==> config.mk <==
export PLATFORM = sky130hd
export DESIGN_NAME = cartridge_bank_mapper_with_irq
export DESIGN_NICKNAME = d
export VERILOG_FILES = /design/src/design/cbm_pkg.sv /design/src/design/cartridge_bank_mapper_with_irq.sv
export SDC_FILE = /design/constraint.sdc
export NUM_CORES = 1
export LEC_CHECK = 0
export BUFFER_PORTS_ARGS = -buffer_cell sky130_fd_sc_hd__buf_2
export CAP_MARGIN = 10
export CORE_ASPECT_RATIO = 0.8
export CORE_MARGIN = 5
export CORE_UTILIZATION = 40
export CTS_CLUSTER_DIAMETER = 100
export DETAILED_ROUTE_END_ITERATION = 12
export PLACE_DENSITY = 0.58
export SYNTH_ARGS = -nofsm -noshare
export SYNTH_HDL_FRONTEND = slang
export SYNTH_SLANG_ARGS = --single-unit
==> constraint.sdc <==
create_clock -name clock -period 5.7 [get_ports clock]
set_input_delay 0.57 -clock clock [delete_from_list [all_inputs] [get_ports clock]]
set_output_delay 0.57 -clock clock [all_outputs]
set_load 0.02 [all_outputs]
==> src/design/cbm_pkg.sv <==
// Shared types and constants for the cartridge bank mapper.
// Action codes, map targets and CPU register page decode values.
// No dependencies.
`timescale 1ns / 1ps

package cbm_pkg;

   typedef enum logic [1:0] {
      ACT_CPU_WRITE = 2'd0,
      ACT_CPU_READ  = 2'd1,
      ACT_PPU_MAP   = 2'd2,
      ACT_TICK      = 2'd3
   } action_type;

   typedef enum logic [2:0] {
      TGT_NONE   = 3'd0,
      TGT_PRG    = 3'd1,
      TGT_WRAM   = 3'd2,
      TGT_CHR    = 3'd3,
      TGT_CHRRAM = 3'd4,
      TGT_NTRAM  = 3'd5
   } map_target_type;

   // CPU register pages: address[15:11]
   localparam logic [4:0] PAGE_IRQ_LO  = 5'h0A;   // 5000
   localparam logic [4:0] PAGE_IRQ_HI  = 5'h0B;   // 5800
   localparam logic [4:0] PAGE_PRG0    = 5'h1C;   // E000
   localparam logic [4:0] PAGE_PRG1    = 5'h1D;   // E800
   localparam logic [4:0] PAGE_PRG2    = 5'h1E;   // F000
   localparam logic [4:0] PAGE_PROTECT = 5'h1F;   // F800

   localparam logic [1:0] PAGE_CHR_TOP = 2'b10;   // 8000-BFFF
   localparam logic [2:0] PAGE_NT_TOP  = 3'b110;  // C000-DFFF

   localparam logic [7:0] RAM_SELECT_MIN = 8'hE0;
   localparam logic [7:0] PRG_BANK_MASK  = 8'h3F;
   localparam logic [7:0] PRG_FIXED_BANK = 8'h3F;

   typedef struct packed {
      action_type  action;
      logic [15:0] address;
      logic [7:0]  write_data;
   } req_item_type;

endpackage

==> src/design/cartridge_bank_mapper_with_irq.sv <==
// Cartridge bank mapper: register file, IRQ counter and address translation.
// Depends on cbm_pkg.
// An accepted request is held in the input register, then moves on to the result register, which drives rsp valid.
// Throughput: one item per cycle while the result is taken; with the result stalled, one more item waits in the
// input register. All state updates take place as an item passes to the result register.
// Reset (synchronous, active high) clears all banks, protect byte, counter and IRQ.
`timescale 1ns / 1ps

module cartridge_bank_mapper_with_irq
   import cbm_pkg::*;
(
   input  logic        clock,
   input  logic        reset,
   input  logic        req_valid,
   output logic        req_ready,
   input  logic [1:0]  req_action,
   input  logic [15:0] req_address,
   input  logic [7:0]  req_write_data,
   output logic        rsp_valid,
   input  logic        rsp_ready,
   output logic [7:0]  rsp_read_data,
   output logic        rsp_irq_line,
   output logic [2:0]  rsp_map_target,
   output logic [7:0]  rsp_map_bank,
   output logic [12:0] rsp_map_offset
);

   // pipeline control
   logic         s1_valid_ff;
   req_item_type s1_item_ff;
   logic         rsp_valid_ff;
   logic         advance;

   // mapper state
   logic [7:0]  prg_ff [3];
   logic [7:0]  prg_in [3];
   logic [7:0]  chr_ff [8];
   logic [7:0]  chr_in [8];
   logic [7:0]  nt_ff  [4];
   logic [7:0]  nt_in  [4];
   logic [7:0]  protect_ff, protect_in;
   logic [15:0] irq_count_ff, irq_count_in;
   logic        irq_pending_ff, irq_pending_in;

   // result register
   logic [7:0]     read_data_ff, read_data_in;
   map_target_type target_ff, target_in;
   logic [7:0]     bank_ff, bank_in;
   logic [12:0]    offset_ff, offset_in;
   logic           irq_line_ff;

   logic [4:0]  page;
   logic [3:0]  ppu_slot;
   logic [7:0]  chr_val;
   logic [7:0]  nt_val;
   logic        ram_off;
   logic [15:0] count_inc;

   assign advance   = s1_valid_ff && (!rsp_valid_ff || rsp_ready);
   assign req_ready = !s1_valid_ff || advance;

   always_ff @(posedge clock) begin
      if (reset) begin
         s1_valid_ff  <= 1'b0;
         rsp_valid_ff <= 1'b0;
      end else begin
         if (req_ready) begin
            s1_valid_ff <= req_valid;
         end
         if (advance) begin
            rsp_valid_ff <= 1'b1;
         end else if (rsp_ready) begin
            rsp_valid_ff <= 1'b0;
         end
      end
   end

   always_ff @(posedge clock) begin
      if (req_valid && req_ready) begin
         s1_item_ff.action     <= action_type'(req_action);
         s1_item_ff.address    <= req_address;
         s1_item_ff.write_data <= req_write_data;
      end
   end

   assign page      = s1_item_ff.address[15:11];
   assign ppu_slot  = s1_item_ff.address[13:10];
   assign chr_val   = chr_ff[ppu_slot[2:0]];
   assign nt_val    = nt_ff[ppu_slot[1:0]];
   assign ram_off   = ppu_slot[2] ? prg_ff[1][7] : prg_ff[1][6];
   assign count_inc = irq_count_ff + 16'd1;

   // state next values
   always_comb begin
      prg_in         = prg_ff;
      chr_in         = chr_ff;
      nt_in          = nt_ff;
      protect_in     = protect_ff;
      irq_count_in   = irq_count_ff;
      irq_pending_in = irq_pending_ff;
      case (s1_item_ff.action)
         ACT_CPU_WRITE: begin
            case (page)
               PAGE_IRQ_LO: begin
                  irq_count_in[7:0] = s1_item_ff.write_data;
                  irq_pending_in    = 1'b0;
               end
               PAGE_IRQ_HI: begin
                  irq_count_in[15:8] = s1_item_ff.write_data;
                  irq_pending_in     = 1'b0;
               end
               PAGE_PRG0:    prg_in[0] = s1_item_ff.write_data;
               PAGE_PRG1:    prg_in[1] = s1_item_ff.write_data;
               PAGE_PRG2:    prg_in[2] = s1_item_ff.write_data & PRG_BANK_MASK;
               PAGE_PROTECT: protect_in = s1_item_ff.write_data;
               default: begin
                  if (page[4:3] == PAGE_CHR_TOP) begin
                     chr_in[page[2:0]] = s1_item_ff.write_data;
                  end else if (page[4:2] == PAGE_NT_TOP) begin
                     nt_in[page[1:0]] = s1_item_ff.write_data;
                  end
               end
            endcase
         end
         ACT_CPU_READ: begin
            if (page == PAGE_IRQ_LO || page == PAGE_IRQ_HI) begin
               irq_pending_in = 1'b0;
            end
         end
         ACT_TICK: begin
            if (irq_count_ff[15]) begin
               irq_count_in = count_inc;
               if (count_inc == 16'd0) begin
                  irq_pending_in = 1'b1;
               end
            end
         end
         default: ;
      endcase
   end

   // result computation; CPU map never depends on the same item's write
   always_comb begin
      read_data_in = 8'd0;
      target_in    = TGT_NONE;
      bank_in      = 8'd0;
      offset_in    = 13'd0;
      case (s1_item_ff.action)
         ACT_CPU_WRITE, ACT_CPU_READ: begin
            if (s1_item_ff.action == ACT_CPU_READ) begin
               case (page)
                  PAGE_IRQ_LO: read_data_in = irq_count_ff[7:0];
                  PAGE_IRQ_HI: read_data_in = irq_count_ff[15:8];
                  default:     read_data_in = s1_item_ff.address[15:8];
               endcase
            end
            if (s1_item_ff.address[15]) begin
               target_in = TGT_PRG;
               offset_in = s1_item_ff.address[12:0];
               case (s1_item_ff.address[14:13])
                  2'd0:    bank_in = prg_ff[0] & PRG_BANK_MASK;
                  2'd1:    bank_in = prg_ff[1] & PRG_BANK_MASK;
                  2'd2:    bank_in = prg_ff[2] & PRG_BANK_MASK;
                  default: bank_in = PRG_FIXED_BANK;
               endcase
            end else if (s1_item_ff.address[14:13] == 2'b11) begin
               target_in = TGT_WRAM;
               offset_in = s1_item_ff.address[12:0];
            end
         end
         ACT_PPU_MAP: begin
            offset_in = {3'd0, s1_item_ff.address[9:0]};
            if (!ppu_slot[3]) begin
               if (chr_val >= RAM_SELECT_MIN && !ram_off) begin
                  target_in = TGT_CHRRAM;
                  bank_in   = {3'd0, chr_val[4:0]};
               end else begin
                  target_in = TGT_CHR;
                  bank_in   = chr_val;
               end
            end else begin
               if (nt_val >= RAM_SELECT_MIN) begin
                  target_in = TGT_NTRAM;
                  bank_in   = {7'd0, nt_val[0]};
               end else begin
                  target_in = TGT_CHR;
                  bank_in   = nt_val;
               end
            end
         end
         default: ;
      endcase
   end

   always_ff @(posedge clock) begin
      if (reset) begin
         prg_ff         <= '{default: 8'd0};
         chr_ff         <= '{default: 8'd0};
         nt_ff          <= '{default: 8'd0};
         protect_ff     <= 8'd0;
         irq_count_ff   <= 16'd0;
         irq_pending_ff <= 1'b0;
      end else if (advance) begin
         prg_ff         <= prg_in;
         chr_ff         <= chr_in;
         nt_ff          <= nt_in;
         protect_ff     <= protect_in;
         irq_count_ff   <= irq_count_in;
         irq_pending_ff <= irq_pending_in;
      end
   end

   always_ff @(posedge clock) begin
      if (advance) begin
         read_data_ff <= read_data_in;
         irq_line_ff  <= irq_pending_in;
         target_ff    <= target_in;
         bank_ff      <= bank_in;
         offset_ff    <= offset_in;
      end
   end

   assign rsp_valid      = rsp_valid_ff;
   assign rsp_read_data  = read_data_ff;
   assign rsp_irq_line   = irq_line_ff;
   assign rsp_map_target = target_ff;
   assign rsp_map_bank   = bank_ff;
   assign rsp_map_offset = offset_ff;

   // an empty result register must never stall the input side
   a_ready_when_empty: assert property (@(posedge clock) disable iff (reset)
      !rsp_valid_ff |-> req_ready)
      else $error("req_ready low with empty result register");

   // the reported IRQ line matches the pending flag left by that item
   a_irq_line_tracks: assert property (@(posedge clock) disable iff (reset)
      advance |=> rsp_irq_line == irq_pending_ff)
      else $error("irq line disagrees with pending flag");

   // counter wrap on a tick raises the IRQ
   a_wrap_raises_irq: assert property (@(posedge clock) disable iff (reset)
      advance && s1_item_ff.action == ACT_TICK && irq_count_ff == 16'hFFFF
      |=> irq_pending_ff && irq_count_ff == 16'd0)
      else $error("counter wrap did not raise irq");

   // counter byte writes clear the IRQ
   a_write_clears_irq: assert property (@(posedge clock) disable iff (reset)
      advance && s1_item_ff.action == ACT_CPU_WRITE
      && (page == PAGE_IRQ_LO || page == PAGE_IRQ_HI)
      |=> !irq_pending_ff)
      else $error("counter write left irq pending");

endmodule
==> flow_summary.yaml <==
synth:
  yosysSeqAreaShare: 0.5143
  avgSynthCellArea_um2: 10.38
  netlist_instances: 838
  synth-warning-count: 0
  synthFlopType: "dfxtp_1"
  async_flop_share: 0
  syn-num-nets: 871
  synth_seq_cells: 194
  synth_edf_count: 59
  synth_cell_type_count: 52
  netlist_area_um2: 8700
drt:
  viasPerCell: 5.605
  wire_per_inst_um: 19.31
  drc: 0
  dr.max_layer_used: "met4"
  wirelength_met1_um: 11330
  vias: 6423
  routed_wl_um: 22120
  dr_wl_met3_um: 1472
  first_iter_violations: 598
  drtAntennaViolNets: 0
  met2_length_um: 9129
  drtPass1Iterations: 5
floorplanning:
  rows: 48
  core_region_area_um2: 21500
  dieWidth_um: 174.9
  io_pins: 65
  die-height_um: 141.9
  dieArea_um2: 24820
  initial_core_util: 0.4046
power:
  ir_drop_uv: 210.8
  p_leak_uw: 0.003569
  powerDensity_nw_per_um2: 290.1
critical_path:
  worstPathMaxFanout: 28
  crit_path_end_kind: "flop"
  crit_required_ps: 5990
  crit_type: "reg -> reg"
  arrival_ps: 3550
  start_kind: "flop"
sta:
  rsz0062_at_grt: "no"
  fin_crit_sh: 0.5714
  fin_skew_ps: 12.89
  min_period_ps: 3257
  hold_viol: 0
  timing.final.ws_setup_ps: 2443
  fin_tns_setup_ps: 0
  tightest_slew_ps: 998.3
  timing.fmax_ghz: 0.3070
  drv_slew: 0
  finalSetupViolations: 0
  slew_headroom: 0.3344
  hold_ws_ps: 299.1
finish:
  regArea_um2: 4474
  nets: 891
  area_growth_pct: 11.78
  fillers: 2004
  final_util: 0.4523
  drive_above_1_share: 0.1653
  insertedDiodeCount: 0
  multi_input_area_um2: 3943
placed_design:
  port_buffers: 64
  place_ws_ps: 2532
  place_congestion: 0.8705
  dp_hpwl_um: 14450
clocking:
  clock_sinks: 194
  clockBufferDepth: 2
  path_clk_slew_ps: 80
  postCtsHoldBufs: 0
  cts_resized: 0
  cts_htree_levels: 4
  clockRootBuffer: "clkbuf_16"
  clk_latency_ps: 440
  cts_tree: "yes"
  cts_setup_buffers: 0
  cts_buffers: 17
status:
  status: "finished clean"
global_routing:
  antenna_found_initial: 0
  grt_max_degree: 76
  grt_pass1_vias: 5938
  grt_overflow: 0
  groute.usage.overall: 0.1802
  grt_first_pass_wirelength_um: 35120
min_path:
  hold_class: "in -> reg"
job:
  drv_cap: 0
-- metrics by stage --
step	cells	power (µW)	instance area, µm²
global placement	1114	1665	9144
finish	1146	2821	9724
global route	1146	2923	9724
floorplan	838	1605	8700
detailed placement	1114	1666	9144
CTS	1146	2841	9724
-- area by class of cell --
type                    count  area share
flip-flops and latches    194      0.4601
multi-input cells         571      0.4054
clock inverters            15     0.01595
well taps                 275     0.03538
repair buffers             70     0.03783
inverters                   4    0.001544
clock buffers              17     0.04375
-- power breakdown --
part | switching [µW] | internal, µW | leakage (µW) | total [µW]
Combinational | 94.9 | 47.1 | 0.00163 | 142
Sequential | 42.5 | 1450 | 0.00165 | 1490
Clock | 597 | 590 | 0.000285 | 1190
Total | 734 | 2090 | 0.00357 | 2820
-- routing by layer --
layer / track usage / up-vias
met2: 0.2496 / 214
met3: 0.03436 / 16
met1: 0.2876 / 3128
met4: 0.04339 / 0
met5: 0 / -
li1: - / 3065
-- final timing paths --
check | startpoint | endpoint | slack (ps) | cells after the start
hold / removal | req_action[0] | s1_item_ff[24]$_DFFE_PP_ | 300 | 1
setup reg to reg | page[2]$_DFFE_PP_ | chr_ff[24]$_SDFFE_PP0P_ | 2440 | 5
hold reg to reg | chr_ff[10]$_SDFFE_PP0P_ | chr_ff[10]$_SDFFE_PP0P_ | 470 | 2
setup / recovery | page[2]$_DFFE_PP_ | chr_ff[24]$_SDFFE_PP0P_ | 2440 | 5
-- state kept, by name (all words and copies together) (netlist names) --
name            flops
page                5
rsp_read_data       8
s1_valid_ff         1
rsp_map_bank        8
irq_count_ff       16
rsp_irq_line        1
irq_pending_ff      1
nt_ff              32
rsp_valid           1
prg_ff             20
ppu_slot            1
s1_item_ff         20
rsp_map_offset     13
rsp_map_target      3
chr_ff             64
-- cell families (layout without fill, tap and decap cells) --
kind of cell / after synthesis / in the layout / share of synthesized area
compound gates: 159 / 159 / 0.1064
xor+xnor: 7 / 7 / 0.007047
fa+ha+maj: 3 / 3 / 0.004315
buf+inv: 73 / 106 / 0.03250
flops: 194 / 194 / 0.5143
mux: 131 / 131 / 0.1850
simple gates: 271 / 271 / 0.1504
-- placed cells by master (no fill, tap or decap), drive strengths merged, types with 7 or more instances in the layout --
master and count:
mux2i 100, nand4 10, nand2 65, nand2b 7, clkbuf 17, a21oi 60, o21ai 58, mux4 23
buf 70, nor2 115, mux2 8, inv 15, dfxtp 135, a211oi 7, and2 21, nand3 12
nor3 13, edfxtp 59
-- critical path, cell delays in order, from the launching register on --
cell	delay, ps
edfxtp_1	900
nand2b_1	330
or4_1	980
nor3_4	570
mux2i_1	240
nor2_1	80
-- synth_stat cells (all sizes together), types with 2 or more instances --
master,number,area [µm²]
edfxtp,59,1772
mux4,23,518.0
a21o,3,22.52
o221ai,6,52.55
a21oi,60,300.3
and2,21,131.4
dfxtp,135,2703
xnor2,4,35.03
a31oi,4,25.02
o31ai,4,30.03
xor2,3,26.28
nand2b,7,43.79
a311oi,4,35.03
nor4,4,40.04
a221oi,3,26.28
clkbuf,56,210.2
a211oi,7,52.55
nor2b,5,31.28
nor3b,3,22.52
or4,3,22.52
ha,3,37.54
inv,4,15.01
mux2,8,90.09
and4,4,35.03
nor3,13,115.1
and3,3,18.77
buf,13,57.55
nor2,115,434.2
mux2i,100,1001
nand4,10,62.56
a31o,2,17.52
o21ai,58,290.3
a41o,2,20.02
nand3,12,60.06
nand2,65,244.0
Note: power is estimated with default switching activity, not from simulation.
